===== src/rtl/ibf_pkg.sv =====
// Package: types, codes and decode functions for the instruction bundle former.
package ibf_pkg;

  localparam int unsigned QDepth = 2;

  typedef enum logic [2:0] {
    ACT_PASS  = 3'd0,
    ACT_SWAP1 = 3'd1,
    ACT_SWAP2 = 3'd2,
    ACT_WIDE2 = 3'd3,
    ACT_WIDE3 = 3'd4
  } action_e;

  typedef enum logic {
    CFG_THREE_WIDE = 1'b0,
    CFG_SIM_PASS   = 1'b1
  } cfg_idx_e;

  // register codes: 0..31 general, then special ones
  localparam logic [6:0] RegZzr = 7'd64;
  localparam logic [6:0] RegSr  = 7'd65;
  localparam logic [6:0] RegPc  = 7'd66;
  localparam logic [6:0] RegGbr = 7'd67;

  typedef struct packed {
    logic [1:0] res;  // 0 fail(-1), 1 plain(0), 2 ok(1)
    logic [6:0] s;
    logic [6:0] t;
    logic [6:0] n;
    logic [6:0] sr;
    logic [6:0] sw;
    logic       fl;
  } regset_t;

  localparam logic [1:0] DecFail  = 2'd0;
  localparam logic [1:0] DecPlain = 2'd1;
  localparam logic [1:0] DecOk    = 2'd2;

  // a classified window word, handed from front to back
  typedef struct packed {
    logic [15:0] a1, a2, b1, b2, c1, c2;
    logic        third;
    logic        pf_a, pf_b, pf_c;
    logic        sf_a, sf_b, sf_c;
    logic        im_a, im_b;
    logic [1:0]  sq_ab_sw, sq_bc_sw;  // both-ways check: 0 indep, 1 dep, 2 undecodable
    logic        dep_ab, dep_bc, dep_ac;
  } cls_t;

  function automatic regset_t decode_regs(input logic [15:0] w1, input logic [15:0] w2);
    regset_t    r;
    logic [6:0] rn, rs, rt, spr;
    logic [3:0] sub;
    logic [7:0] lo;
    r   = '0;
    rn  = {2'b0, w2[10], w1[7:4]};
    rs  = {2'b0, w2[9], w1[3:0]};
    rt  = {2'b0, w2[8:4]};
    spr = RegZzr;
    sub = w2[7:4];
    lo  = w1[7:0];
    r.res = DecOk;
    r.sr = RegZzr; r.sw = RegZzr;
    if (w1[15:13] != 3'b111) begin
      r.res = DecFail;
    end else if ((w1 & 16'hEB00) == 16'hE000) begin
      if (w2[15:12] >= 4'hC) begin
        r.res = DecFail;
      end else if ((w2 & 16'hF008) == 16'h1008) begin
        if ((w2 & 16'hF00F) == 16'h1009) begin
          if (sub == 4'h4 || sub == 4'hC || sub == 4'hD || sub == 4'hE) spr = RegSr;
          else if (sub == 4'h9 || sub == 4'hF) r.res = DecPlain;
        end
        if ((w2 & 16'hF00F) == 16'h100A) spr = RegSr;
        if ((w2 & 16'hF00F) == 16'h100C) begin
          if (sub == 4'h2 || sub == 4'hE || sub == 4'hF) spr = RegSr;
          else if (sub == 4'h4) r.res = DecPlain;
        end
        r.s = rn; r.t = rs; r.n = rn; r.sr = spr; r.sw = spr;
      end else if ((w2 & 16'hF00F) == 16'h3000) begin
        spr = RegSr;
        if ((lo >= 8'h18 && lo <= 8'h1B) || lo == 8'h82 || lo == 8'h83) spr = 7'd15;
        r.s = rt; r.t = rt; r.n = rt; r.sr = spr; r.sw = spr;
      end else begin
        if ((w2 & 16'hF00F) == 16'h5000 || (w2 & 16'hF00F) == 16'h900C) spr = RegSr;
        if (w2[15:12] == 4'h0) begin
          r.fl = 1'b1;
          if ((w2 & 16'hF808) == 16'h0000) r.res = DecFail;
          else if (rs == 7'd0) r.res = DecFail;
          else if (rs == 7'd1) begin
            rs = RegGbr;
            if (rt == 7'd1) rt = 7'd0;
          end
        end
        r.s = rs; r.t = rt; r.n = rn; r.sr = spr; r.sw = spr;
      end
    end else if ((w1 & 16'hEB00) == 16'hE100) begin
      if (w2[15:12] >= 4'hC) r.res = DecFail;
      r.fl = 1'b1;
      if (rs == 7'd0) rs = RegPc;
      if (rs == 7'd1) rs = RegGbr;
      r.s = rs; r.t = RegZzr; r.n = rn;
    end else if ((w1 & 16'hEB00) == 16'hE200) begin
      if (w2[15:12] == 4'hC) spr = RegSr;
      r.s = rs; r.t = RegZzr; r.n = rn; r.sr = spr; r.sw = spr;
    end else if ((w1 & 16'hEE00) == 16'hE800) begin
      rn = {2'b0, w1[4:0]};
      r.s = (w1[7:4] < 4'h4) ? RegZzr : rn;
      r.t = RegZzr; r.n = rn;
    end else if ((w1 & 16'hEE00) == 16'hEA00) begin
      r.s = 7'd0; r.t = RegZzr; r.n = 7'd0;
    end else begin
      r.res = DecPlain;
    end
    return r;
  endfunction

  function automatic logic reads_dest(input logic [15:0] w1, input logic [15:0] w2);
    logic v;
    v = 1'b0;
    if (w1[15:8] == 8'hF0) v = ((w2 & 16'hF808) == 16'h0);
    else if (w1[15:8] == 8'hF1) v = ((w2 & 16'h8800) == 16'h0);
    return v;
  endfunction

  function automatic logic hits(input logic [6:0] rg, input regset_t o);
    return (o.n == rg) || (o.s == rg) || (o.t == rg);
  endfunction

  // 0 independent, 1 dependent, 2 undecodable
  function automatic logic [1:0] seq_check(input logic [15:0] a1, input logic [15:0] a2,
                                           input logic [15:0] b1, input logic [15:0] b2,
                                           input logic both);
    regset_t    x, y;
    logic [1:0] v;
    x = decode_regs(a1, a2);
    y = decode_regs(b1, b2);
    v = 2'd0;
    if (a1[15:8] == 8'hF4) v = 2'd1;
    else if (x.res == DecFail || y.res == DecFail) v = 2'd2;
    else if (x.res == DecPlain || y.res == DecPlain) v = 2'd1;
    else if (x.fl && y.fl) v = 2'd1;
    else if (x.n != RegZzr && hits(x.n, y)) v = 2'd1;
    else if (x.sw != RegZzr && (y.sr == x.sw || hits(x.sw, y))) v = 2'd1;
    else if (both || reads_dest(b1, b2)) begin
      if (y.n != RegZzr && hits(y.n, x)) v = 2'd1;
      else if (y.sw != RegZzr && (x.sr == y.sw || hits(y.sw, x))) v = 2'd1;
    end
    return v;
  endfunction

  function automatic logic immovable(input logic [15:0] w1, input logic [15:0] w2);
    logic v;
    v = 1'b0;
    if (w1[15:13] != 3'b111) v = 1'b1;
    else if ((w1 & 16'hFE00) == 16'hFA00) v = 1'b1;
    else if ((w1 & 16'hFC00) == 16'hF400) v = 1'b1;
    else if (w1[15:8] == 8'hF9) v = 1'b1;
    else if ((w1 & 16'hEB00) == 16'hE000)
      v = (w2[15:12] >= 4'hC) ||
          ((w2[15:12] == 4'h0 || w2[15:12] == 4'h4) && w1[3:0] == 4'h0);
    else if ((w1 & 16'hEB00) == 16'hE100)
      v = (w2[15:12] >= 4'hC) || (w1[3:0] == 4'h0);
    return v;
  endfunction

  function automatic logic valid_suffix(input logic [15:0] w1, input logic [15:0] w2);
    logic v;
    v = 1'b0;
    if (!immovable(w1, w2) && w1[15:12] == 4'hF) begin
      unique case (w1[15:8])
        8'hF0: begin
          v = 1'b1;
          if (w2[15:12] >= 4'hC) v = 1'b0;
          if ((w2 & 16'hF808) == 16'hF000) v = 1'b0;
          if (w2[15:12] == 4'h2 && w2[3:2] == 2'b01 && w2[11]) v = 1'b0;
          if ((w2 & 16'hF00F) == 16'h3000) v = 1'b0;
          if ((w2 & 16'hF003) == 16'h4000) v = 1'b0;
        end
        8'hF1: v = (w2 & 16'h8800) != 16'h0;
        8'hF2, 8'hF8: v = 1'b1;
        default: v = 1'b0;
      endcase
    end
    return v;
  endfunction

  function automatic logic valid_prefix(input logic [15:0] w1, input logic [15:0] w2);
    logic       v;
    logic [3:0] hi, lo, mid;
    hi  = w2[15:12];
    lo  = w2[3:0];
    mid = w2[7:4];
    v   = 1'b0;
    if (!immovable(w1, w2) && w1[15:12] == 4'hF) begin
      unique case (w1[15:8])
        8'hF0: begin
          if (hi == 4'd1) begin
            if (lo <= 4'd1 || (lo >= 4'd5 && lo <= 4'd7)) v = 1'b1;
            else if (lo == 4'd9) v = mid <= 4'd1 || (mid >= 4'd5 && mid <= 4'd8);
            else if (lo == 4'hC) v = mid <= 4'd1 || (mid >= 4'd5 && mid <= 4'd9);
          end else if (hi == 4'd2) begin
            v = lo == 4'd0 || lo == 4'd1 || lo == 4'd8 || lo == 4'd9;
          end else if (hi == 4'd5) begin
            v = lo <= 4'd1 || (lo >= 4'd4 && lo <= 4'd7) || lo >= 4'hC;
          end
        end
        8'hF2: begin
          if (hi <= 4'd1 || (hi >= 4'd3 && hi <= 4'd9)) v = 1'b1;
          else if (hi == 4'hC) v = w1[3:0] <= 4'd2;
        end
        8'hF8: v = w1[7:4] < 4'd8;
        default: v = 1'b0;
      endcase
    end
    return v;
  endfunction

  function automatic logic [15:0] mark_lead(input logic [15:0] w1);
    logic [15:0] v;
    v = w1;
    if (w1[15:8] == 8'hF8) v = w1 | 16'h0100;
    else if ((w1 & 16'hFC00) == 16'hF000) v = w1 | 16'h0400;
    return v;
  endfunction

endpackage


===== src/rtl/ibf_front.sv =====
// Front end: accepts a window, decodes operands and classifies pairs.
module ibf_front (
  input  logic             clk_i,
  input  logic             rst_ni,
  input  logic             in_valid_i,
  output logic             in_stall_o,
  input  logic [15:0]      a1_i, a2_i, b1_i, b2_i, c1_i, c2_i,
  input  logic             third_i,
  output logic             cls_valid_o,
  input  logic             cls_stall_i,
  output ibf_pkg::cls_t    cls_o
);
  ibf_pkg::cls_t cls_d, cls_q;
  logic          valid_q;
  logic [15:0]   c1, c2;

  assign c1 = third_i ? c1_i : 16'h0;
  assign c2 = third_i ? c2_i : 16'h0;
  assign in_stall_o = valid_q && cls_stall_i;

  always_comb begin
    cls_d          = '0;
    cls_d.a1 = a1_i; cls_d.a2 = a2_i; cls_d.b1 = b1_i; cls_d.b2 = b2_i;
    cls_d.c1 = c1; cls_d.c2 = c2; cls_d.third = third_i;
    cls_d.pf_a     = ibf_pkg::valid_prefix(a1_i, a2_i);
    cls_d.pf_b     = ibf_pkg::valid_prefix(b1_i, b2_i);
    cls_d.pf_c     = ibf_pkg::valid_prefix(c1, c2);
    cls_d.sf_a     = ibf_pkg::valid_suffix(a1_i, a2_i);
    cls_d.sf_b     = ibf_pkg::valid_suffix(b1_i, b2_i);
    cls_d.sf_c     = ibf_pkg::valid_suffix(c1, c2);
    cls_d.im_a     = ibf_pkg::immovable(a1_i, a2_i);
    cls_d.im_b     = ibf_pkg::immovable(b1_i, b2_i);
    cls_d.sq_ab_sw = ibf_pkg::seq_check(a1_i, a2_i, b1_i, b2_i, 1'b1);
    cls_d.sq_bc_sw = ibf_pkg::seq_check(b1_i, b2_i, c1, c2, 1'b1);
    cls_d.dep_ab   = ibf_pkg::seq_check(a1_i, a2_i, b1_i, b2_i, 1'b0) != 2'd0;
    cls_d.dep_bc   = ibf_pkg::seq_check(b1_i, b2_i, c1, c2, 1'b0) != 2'd0;
    cls_d.dep_ac   = ibf_pkg::seq_check(a1_i, a2_i, c1, c2, 1'b0) != 2'd0;
  end

  always_ff @(posedge clk_i or negedge rst_ni) begin
    if (!rst_ni) begin
      valid_q <= 1'b0;
    end else if (!in_stall_o) begin
      valid_q <= in_valid_i;
    end
  end

  always_ff @(posedge clk_i) begin
    if (!in_stall_o && in_valid_i) cls_q <= cls_d;
  end

  assign cls_valid_o = valid_q;
  assign cls_o       = cls_q;
endmodule


===== src/rtl/ibf_queue.sv =====
// Short queue between front and back.
module ibf_queue (
  input  logic          clk_i,
  input  logic          rst_ni,
  input  logic          wr_valid_i,
  output logic          wr_stall_o,
  input  ibf_pkg::cls_t wr_data_i,
  output logic          rd_valid_o,
  input  logic          rd_stall_i,
  output ibf_pkg::cls_t rd_data_o
);
  localparam int unsigned PtrW = $clog2(ibf_pkg::QDepth);
  ibf_pkg::cls_t  mem_q [ibf_pkg::QDepth];
  logic [PtrW-1:0] wp_q, rp_q;
  logic [PtrW:0]   cnt_q;
  logic            wr, rd;

  assign wr_stall_o = cnt_q == (PtrW+1)'(ibf_pkg::QDepth);
  assign rd_valid_o = cnt_q != '0;
  assign wr = wr_valid_i && !wr_stall_o;
  assign rd = rd_valid_o && !rd_stall_i;
  assign rd_data_o = mem_q[rp_q];

  always_ff @(posedge clk_i or negedge rst_ni) begin
    if (!rst_ni) begin
      wp_q <= '0; rp_q <= '0; cnt_q <= '0;
    end else begin
      if (wr) wp_q <= wp_q + 1'b1;
      if (rd) rp_q <= rp_q + 1'b1;
      cnt_q <= cnt_q + (PtrW+1)'(wr) - (PtrW+1)'(rd);
    end
  end

  always_ff @(posedge clk_i) begin
    if (wr) mem_q[wp_q] <= wr_data_i;
  end

  property p_no_overflow;
    @(posedge clk_i) disable iff (!rst_ni) cnt_q <= (PtrW+1)'(ibf_pkg::QDepth);
  endproperty
  a_no_overflow: assert property (p_no_overflow) else $error("queue overflow");

  property p_count_step;
    @(posedge clk_i) disable iff (!rst_ni) (wr && !rd) |=> cnt_q == $past(cnt_q) + 1'b1;
  endproperty
  a_count_step: assert property (p_count_step) else $error("queue count slip");

  property p_empty_ptrs;
    @(posedge clk_i) disable iff (!rst_ni) (cnt_q == '0) |-> (wp_q == rp_q);
  endproperty
  a_empty_ptrs: assert property (p_empty_ptrs) else $error("queue pointers differ");
endmodule


===== src/rtl/ibf_back.sv =====
// Back end: picks the action and rewrites the window into an output register.
module ibf_back (
  input  logic          clk_i,
  input  logic          rst_ni,
  input  logic          three_wide_i,
  input  logic          sim_pass_i,
  input  logic          cls_valid_i,
  output logic          cls_stall_o,
  input  ibf_pkg::cls_t cls_i,
  output logic          out_valid_o,
  input  logic          out_stall_i,
  output logic [2:0]    action_o,
  output logic [3:0]    adv_o,
  output logic [15:0]   w_o [6]
);
  ibf_pkg::action_e act;
  logic [3:0]       adv;
  logic [15:0]      w [6];
  logic             valid_q;
  logic [2:0]       act_q;
  logic [3:0]       adv_q;
  logic [15:0]      w_q [6];
  logic             b_stop, a_f4c, b_f4c;
  logic [15:0]      a1, a2, b1, b2, c1, c2;

  assign a1 = cls_i.a1; assign a2 = cls_i.a2; assign b1 = cls_i.b1;
  assign b2 = cls_i.b2; assign c1 = cls_i.c1; assign c2 = cls_i.c2;
  assign a_f4c  = a1[15:8] == 8'hF4 && a2[15:14] == 2'b11;
  assign b_f4c  = b1[15:8] == 8'hF4 && b2[15:14] == 2'b11;
  assign b_stop = (b1 & 16'hFC00) == 16'hF400 || b1[15:8] == 8'hF9;

  always_comb begin
    act = ibf_pkg::ACT_PASS;
    adv = 4'd4;
    w[0] = a1; w[1] = a2; w[2] = b1; w[3] = b2; w[4] = c1; w[5] = c2;
    if (a1[15:12] == 4'hE || (a1 & 16'hFE00) == 16'hFA00) begin
      adv = 4'd4;
    end else if (a_f4c) begin
      adv = b_f4c ? 4'd12 : 4'd8;
    end else if ((a1 & 16'hFC00) == 16'hF400 || a1[15:8] == 8'hF9) begin
      adv = (b_stop && (b1 & 16'hFC00) != 16'hF000) ? 4'd4 : 4'd8;
    end else if (cls_i.im_a || cls_i.im_b) begin
      adv = 4'd4;
    end else if (!cls_i.pf_a) begin
      if (cls_i.pf_b && cls_i.sf_a && cls_i.sq_ab_sw == 2'd0 && !sim_pass_i) begin
        act = ibf_pkg::ACT_SWAP1; adv = 4'd0;
        w[0] = b1; w[1] = b2; w[2] = a1; w[3] = a2;
      end
    end else if (!cls_i.pf_b && !sim_pass_i && cls_i.third && cls_i.pf_c && cls_i.sf_b &&
                 cls_i.sq_bc_sw == 2'd0 && !cls_i.dep_ac && cls_i.dep_ab) begin
      act = ibf_pkg::ACT_SWAP2; adv = 4'd0;
      w[2] = c1; w[3] = c2; w[4] = b1; w[5] = b2;
    end else if (b_stop || (b1 & 16'hFE00) == 16'hFA00 || a1[15:8] == 8'hF1) begin
      adv = 4'd4;
    end else if (cls_i.pf_b && three_wide_i && cls_i.sf_c && !cls_i.dep_ab &&
                 !cls_i.dep_bc && !cls_i.dep_ac) begin
      act = ibf_pkg::ACT_WIDE3; adv = 4'd12;
      w[0] = ibf_pkg::mark_lead(a1); w[2] = ibf_pkg::mark_lead(b1);
    end else if (a1[15:8] == 8'hF8 || a1[15:8] == 8'hF0 || a1[15:8] == 8'hF2) begin
      if (cls_i.sf_b && !cls_i.dep_ab) begin
        act = ibf_pkg::ACT_WIDE2; adv = 4'd8;
        w[0] = ibf_pkg::mark_lead(a1);
      end
    end
  end

  assign cls_stall_o = valid_q && out_stall_i;

  always_ff @(posedge clk_i or negedge rst_ni) begin
    if (!rst_ni) begin
      valid_q <= 1'b0;
    end else if (!cls_stall_o) begin
      valid_q <= cls_valid_i;
    end
  end

  always_ff @(posedge clk_i) begin
    if (!cls_stall_o && cls_valid_i) begin
      act_q <= act;
      adv_q <= adv;
      w_q   <= w;
    end
  end

  assign out_valid_o = valid_q;
  assign action_o    = act_q;
  assign adv_o       = adv_q;
  assign w_o         = w_q;

  property p_hold;
    @(posedge clk_i) disable iff (!rst_ni)
      (valid_q && out_stall_i) |=> valid_q && $stable(act_q) && $stable(adv_q);
  endproperty
  a_hold: assert property (p_hold) else $error("result changed while stalled");

  property p_swap_adv;
    @(posedge clk_i) disable iff (!rst_ni)
      (valid_q && (act_q == ibf_pkg::ACT_SWAP1 || act_q == ibf_pkg::ACT_SWAP2))
        |-> adv_q == 4'd0;
  endproperty
  a_swap_adv: assert property (p_swap_adv) else $error("swap with nonzero advance");

  property p_wide_adv;
    @(posedge clk_i) disable iff (!rst_ni)
      (valid_q && act_q == ibf_pkg::ACT_WIDE3) |-> adv_q == 4'd12;
  endproperty
  a_wide_adv: assert property (p_wide_adv) else $error("bundle of three bad advance");
endmodule


===== src/rtl/instruction_bundle_former.sv =====
// Top level of the instruction bundle former.
//   channel | handshake             | payload
//   in      | in_valid/in_stall     | word_{a,b,c}_{high,low}_i, third_present_i
//   out     | out_valid/out_stall   | action_o, advance_bytes_o, new_*_o
//   cfg     | cfg_valid/cfg_ready   | cfg_index_i, cfg_data_i
// One word per cycle sustained unless stalled; words pass the front register, queue
// and result register. Reset clears all valid flags but no data registers. An output
// stall backs up through the result register and two-entry queue to the input.
module instruction_bundle_former (
  input  logic        clk_i,
  input  logic        rst_ni,
  input  logic        in_valid,
  output logic        in_stall,
  input  logic [15:0] word_a_high_i,
  input  logic [15:0] word_a_low_i,
  input  logic [15:0] word_b_high_i,
  input  logic [15:0] word_b_low_i,
  input  logic [15:0] word_c_high_i,
  input  logic [15:0] word_c_low_i,
  input  logic        third_present_i,
  output logic        out_valid,
  input  logic        out_stall,
  output logic [2:0]  action_o,
  output logic [3:0]  advance_bytes_o,
  output logic [15:0] new_a_high_o,
  output logic [15:0] new_a_low_o,
  output logic [15:0] new_b_high_o,
  output logic [15:0] new_b_low_o,
  output logic [15:0] new_c_high_o,
  output logic [15:0] new_c_low_o,
  input  logic        cfg_valid,
  output logic        cfg_ready,
  input  logic        cfg_index_i,
  input  logic        cfg_data_i
);
  logic          three_wide_q, sim_pass_q;
  logic          f_valid, f_stall, q_valid, q_stall;
  ibf_pkg::cls_t f_cls, q_cls;
  logic [15:0]   w [6];

  assign cfg_ready = 1'b1;

  always_ff @(posedge clk_i or negedge rst_ni) begin
    if (!rst_ni) begin
      three_wide_q <= 1'b0;
      sim_pass_q   <= 1'b0;
    end else if (cfg_valid && cfg_ready) begin
      unique case (ibf_pkg::cfg_idx_e'(cfg_index_i))
        ibf_pkg::CFG_THREE_WIDE: three_wide_q <= cfg_data_i;
        ibf_pkg::CFG_SIM_PASS:   sim_pass_q   <= cfg_data_i;
        default: ;
      endcase
    end
  end

  ibf_front u_front (
    .clk_i, .rst_ni, .in_valid_i(in_valid), .in_stall_o(in_stall),
    .a1_i(word_a_high_i), .a2_i(word_a_low_i), .b1_i(word_b_high_i), .b2_i(word_b_low_i),
    .c1_i(word_c_high_i), .c2_i(word_c_low_i), .third_i(third_present_i),
    .cls_valid_o(f_valid), .cls_stall_i(f_stall), .cls_o(f_cls)
  );

  ibf_queue u_queue (
    .clk_i, .rst_ni,
    .wr_valid_i(f_valid), .wr_stall_o(f_stall), .wr_data_i(f_cls),
    .rd_valid_o(q_valid), .rd_stall_i(q_stall), .rd_data_o(q_cls)
  );

  ibf_back u_back (
    .clk_i, .rst_ni, .three_wide_i(three_wide_q), .sim_pass_i(sim_pass_q),
    .cls_valid_i(q_valid), .cls_stall_o(q_stall), .cls_i(q_cls),
    .out_valid_o(out_valid), .out_stall_i(out_stall),
    .action_o, .adv_o(advance_bytes_o), .w_o(w)
  );

  assign new_a_high_o = w[0];
  assign new_a_low_o  = w[1];
  assign new_b_high_o = w[2];
  assign new_b_low_o  = w[3];
  assign new_c_high_o = w[4];
  assign new_c_low_o  = w[5];
endmodule


===== config.mk =====
export PLATFORM = sky130hd
export DESIGN_NAME = instruction_bundle_former
export DESIGN_NICKNAME = d
export VERILOG_FILES = /design/src/rtl/ibf_pkg.sv /design/src/rtl/ibf_front.sv /design/src/rtl/ibf_queue.sv /design/src/rtl/ibf_back.sv /design/src/rtl/instruction_bundle_former.sv
export SDC_FILE = /design/constraint.sdc
export NUM_CORES = 1
export LEC_CHECK = 0
export ABC_AREA = 1
export BUFFER_PORTS_ARGS = -buffer_cell sky130_fd_sc_hd__clkbuf_2
export CORE_ASPECT_RATIO = 0.75
export CORE_MARGIN = 2
export CORE_UTILIZATION = 50
export DETAILED_ROUTE_END_ITERATION = 8
export PLACE_DENSITY = 0.69
export SYNTH_ARGS = -nofsm -noshare
export SYNTH_HDL_FRONTEND = slang
export SYNTH_HIERARCHICAL = 1
export SYNTH_SLANG_ARGS = --single-unit

===== constraint.sdc =====
create_clock -name clk_i -period 8.8 [get_ports clk_i]
set_input_delay 1.76 -clock clk_i [delete_from_list [all_inputs] [get_ports clk_i]]
set_output_delay 1.76 -clock clk_i [all_outputs]
set_load 0.02 [all_outputs]

==> flow_summary.json <==
{
  "status": "finished, final reports clean",
  "die_area_sq_um": 50200,
  "hpwl_um": 59100,
  "first_pass_iters": 6,
  "powerDensity_nw_per_um2": 286,
  "postCtsResizedCells": 0,
  "grt_usage_pct": 31.2,
  "yosysWarningCount": 6,
  "io_pins": 210,
  "drive_above_1_share_pct": 15.6,
  "skew_ps": 34.3,
  "crit_required_ps": 9110,
  "yosys_register_bits": 445,
  "tightest_slew_ps": 1200,
  "r2r_end": "u_back/w_o[33]",
  "synthesis.area_sq_um": 24200,
  "portBuffers": 206,
  "reg2reg_from": "u_queue/rp_q",
  "htreeDepth": 2,
  "cts.path.max_buffers": 3,
  "worstSetupEndpoint": "u_back/w_o[33]",
  "ys_seq_area_share_pct": 55.1,
  "place.gp.congestion": 0.969,
  "register_area_sq_um": 13300,
  "postCtsSetupBuffers": 0,
  "end_kind": "flip-flop",
  "core_sq_um": 47600,
  "final_net_count": 3048,
  "cp.arrival_ps": 5250,
  "rr_worst_depth": 14,
  "fp.dieH_um": 194,
  "wire_per_inst_um": 21.7,
  "critPathLaunch": "u_queue/rp_q",
  "vias": 20300,
  "vdd_ir_drop_max_v": 0.000215,
  "drv_slew": 0,
  "via_per_inst": 5.63,
  "synth_edf_count": 437,
  "first_global_vias": 18800,
  "grt-ovfl-total": 0,
  "rsz0062_at_grt": "no",
  "die_w_um": 258,
  "placed_area_sq_um": 25500,
  "ys.flop_type": "edfxtp_1",
  "timing.final.crit_share_pct": 56.2,
  "synthArstFlopShare_pct": 1.80,
  "cts_tree": "yes",
  "finalInstanceArea_sq_um": 26900,
  "clock.fmax_mhz": 202,
  "root_buffer": "clkbuf_16",
  "mostFrequentLayoutCell": "nand2_1",
  "hold_violations": 0,
  "critPathLaunchType": "flip-flop",
  "antenna_found_initial": 5,
  "rows": 69,
  "clk_pin_slew_worst_paths_ps": 60,
  "grt_pass1_wl_um": 118000,
  "syn_inst": 2756,
  "synth.distinct_cells": 64,
  "setup_violations": 0,
  "final_cell_mix": "968 x nand2_1, 437 x edfxtp_1, 271 x nand3_1",
  "criticalPathCategory": "reg2reg",
  "p_leak_nw": 12.1,
  "antenna_cells": 0,
  "grt_start_max_net_pins": 95,
  "cts_hold_buffers": 0,
  "post-route-min-period_ps": 4940,
  "clk_latency_ps": 590,
  "power_mw": 7.70,
  "cts_made_buffers": 44,
  "rrSetupSlack_ps": 3860,
  "cts.sinks": 445,
  "drt_first_iter_violations": 2594,
  "postSynthAreaPerCell_sq_um": 8.78,
  "drcViolationCount": 0,
  "holdCritPathClass": "reg2reg",
  "maxSlewHeadroom_pct": 19.8,
  "ant_nets": 0,
  "routed_wl_um": 78400,
  "area_growth_syn_to_layout_pct": 11.3,
  "initial_core_util_pct": 50.8,
  "fillers": 4230,
  "multi_input_area_sq_um": 9240,
  "critical_path_peak_fanout": 85,
  "fin_tns_setup_ps": 0,
  "drv_cap": 0
}
## cells in the mapped netlist, types with 3 or more instances
cell type	number	area, sq um
or2_2	4	25.0
o221ai_1	3	26.3
nand4_1	27	169
nand3b_1	5	37.5
edfxtp_1	437	13100
nor2_1	256	961
nand3_1	271	1360
nand2_1	968	3630
nand4_2	3	37.5
o2111ai_1	3	26.3
nand3_2	38	380
o21ai_2	15	131
a21oi_1	43	215
buf_4	9	67.6
o22ai_1	4	25.0
dfrtp_1	8	200
buf_6	23	259
a211oi_1	5	37.5
buf_2	26	130
xnor2_1	10	87.6
nor3_1	22	110
nor3b_1	3	22.5
o21ai_1	55	275
a31oi_1	3	18.8
o311ai_0	3	26.3
o211ai_1	12	90.1
clkinv_1	3	11.3
clkbuf_1	16	60.1
nor2_2	17	106
nand3_4	3	52.6
nand2_2	37	231
inv_1	252	946
nor2_4	10	113
o21ai_0	61	305
buf_12	3	60.1
xor2_1	21	184
nand2_4	18	203
inv_2	22	82.6
## flip-flops by register name, summed over array words and instances, names as in the netlist
name,flops
sim_pass_q,1
three_wide_q,1
u_back/action_o,3
u_back/adv_o,2
u_back/out_valid_o,1
u_back/w_o,96
u_front/cls_o,112
u_front/cls_valid_o,1
u_queue/cnt_q,2
u_queue/mem_q,224
u_queue/rp_q,1
u_queue/wp_q,1
## report_power, final
group | leakage [nW] | internal, mW | switching (mW)
combinational | 7.20 | 0.592 | 1.84
clock | 0.671 | 1.01 | 0.799
sequential | 4.24 | 3.20 | 0.250
## worst max-delay path: stages, from the launching register on
cell and delay, ps:
dfrtp_4 760, inv_4 660, buf_4 610, nand2_1 100
nand2_1 150, nand2_1 80, nor2_1 80, nand2_1 150
nor2_1 160, nand2_1 150, nor2_4 130, buf_4 380
nand2_4 660, nand3_1 320, nand3_1 120
## stage by stage
stage | hold slack (ps) | cells | util [%] | worst slack, ps
after floorplan | 421 | 2757 | - | 1780
after detailed placement | 429 | 3535 | 53.7 | 3930
after CTS | 428 | 3614 | 56.6 | 3920
final | 428 | 3614 | 56.6 | 3860
after global routing | 434 | 3614 | 56.6 | 3530
after global placement | 421 | 3535 | 53.7 | 3890
## cell type report
class                      instances  share of cell area, %
multi-input combinational       1954                   34.3
timing repair buffer             217                   4.14
clock inverter                    23                  0.762
sequential                       445                   49.5
clock buffer                      56                   4.37
inverter                         280                   3.95
tap                              639                   2.97
## worst min path at each step
stage                            from                   end  slack (ps)  depth (start not counted)
CTS                 u_front/cls_o[11]  u_queue/mem_q[1][11]         430                          0
detailed placement  u_front/cls_o[62]  u_queue/mem_q[0][62]         430                          0
floorplan            u_front/cls_o[0]   u_queue/mem_q[0][0]         420                          0
global route        u_front/cls_o[11]  u_queue/mem_q[1][11]         430                          0
finish              u_front/cls_o[11]  u_queue/mem_q[1][11]         430                          0
global placement    u_front/cls_o[49]  u_queue/mem_q[0][49]         420                          0
## cell families after synthesis
group	count (synthesis)	share of synthesized area, %
xor gates and xnor gates	31	1.12
buffers and inverters	358	6.83
other	2	0.0310
DFF	445	55.1
AOI/OAI and AO/OA	227	5.65
adders and majority gates	2	0.103
and+or+nand+nor	1691	31.2
## routing by layer
layer / global-route usage (%) / share of wire [%] / vias up
li1: - / - / 9519
met1: 47.5 / 45 / 9647
met2: 46.7 / 44 / 1069
met3: 5.22 / 9.8 / 103
met4: 7.13 / 2.0 / 2
met5: 0 / 0.017 / -
Note: power is estimated with default switching activity, not from simulation.
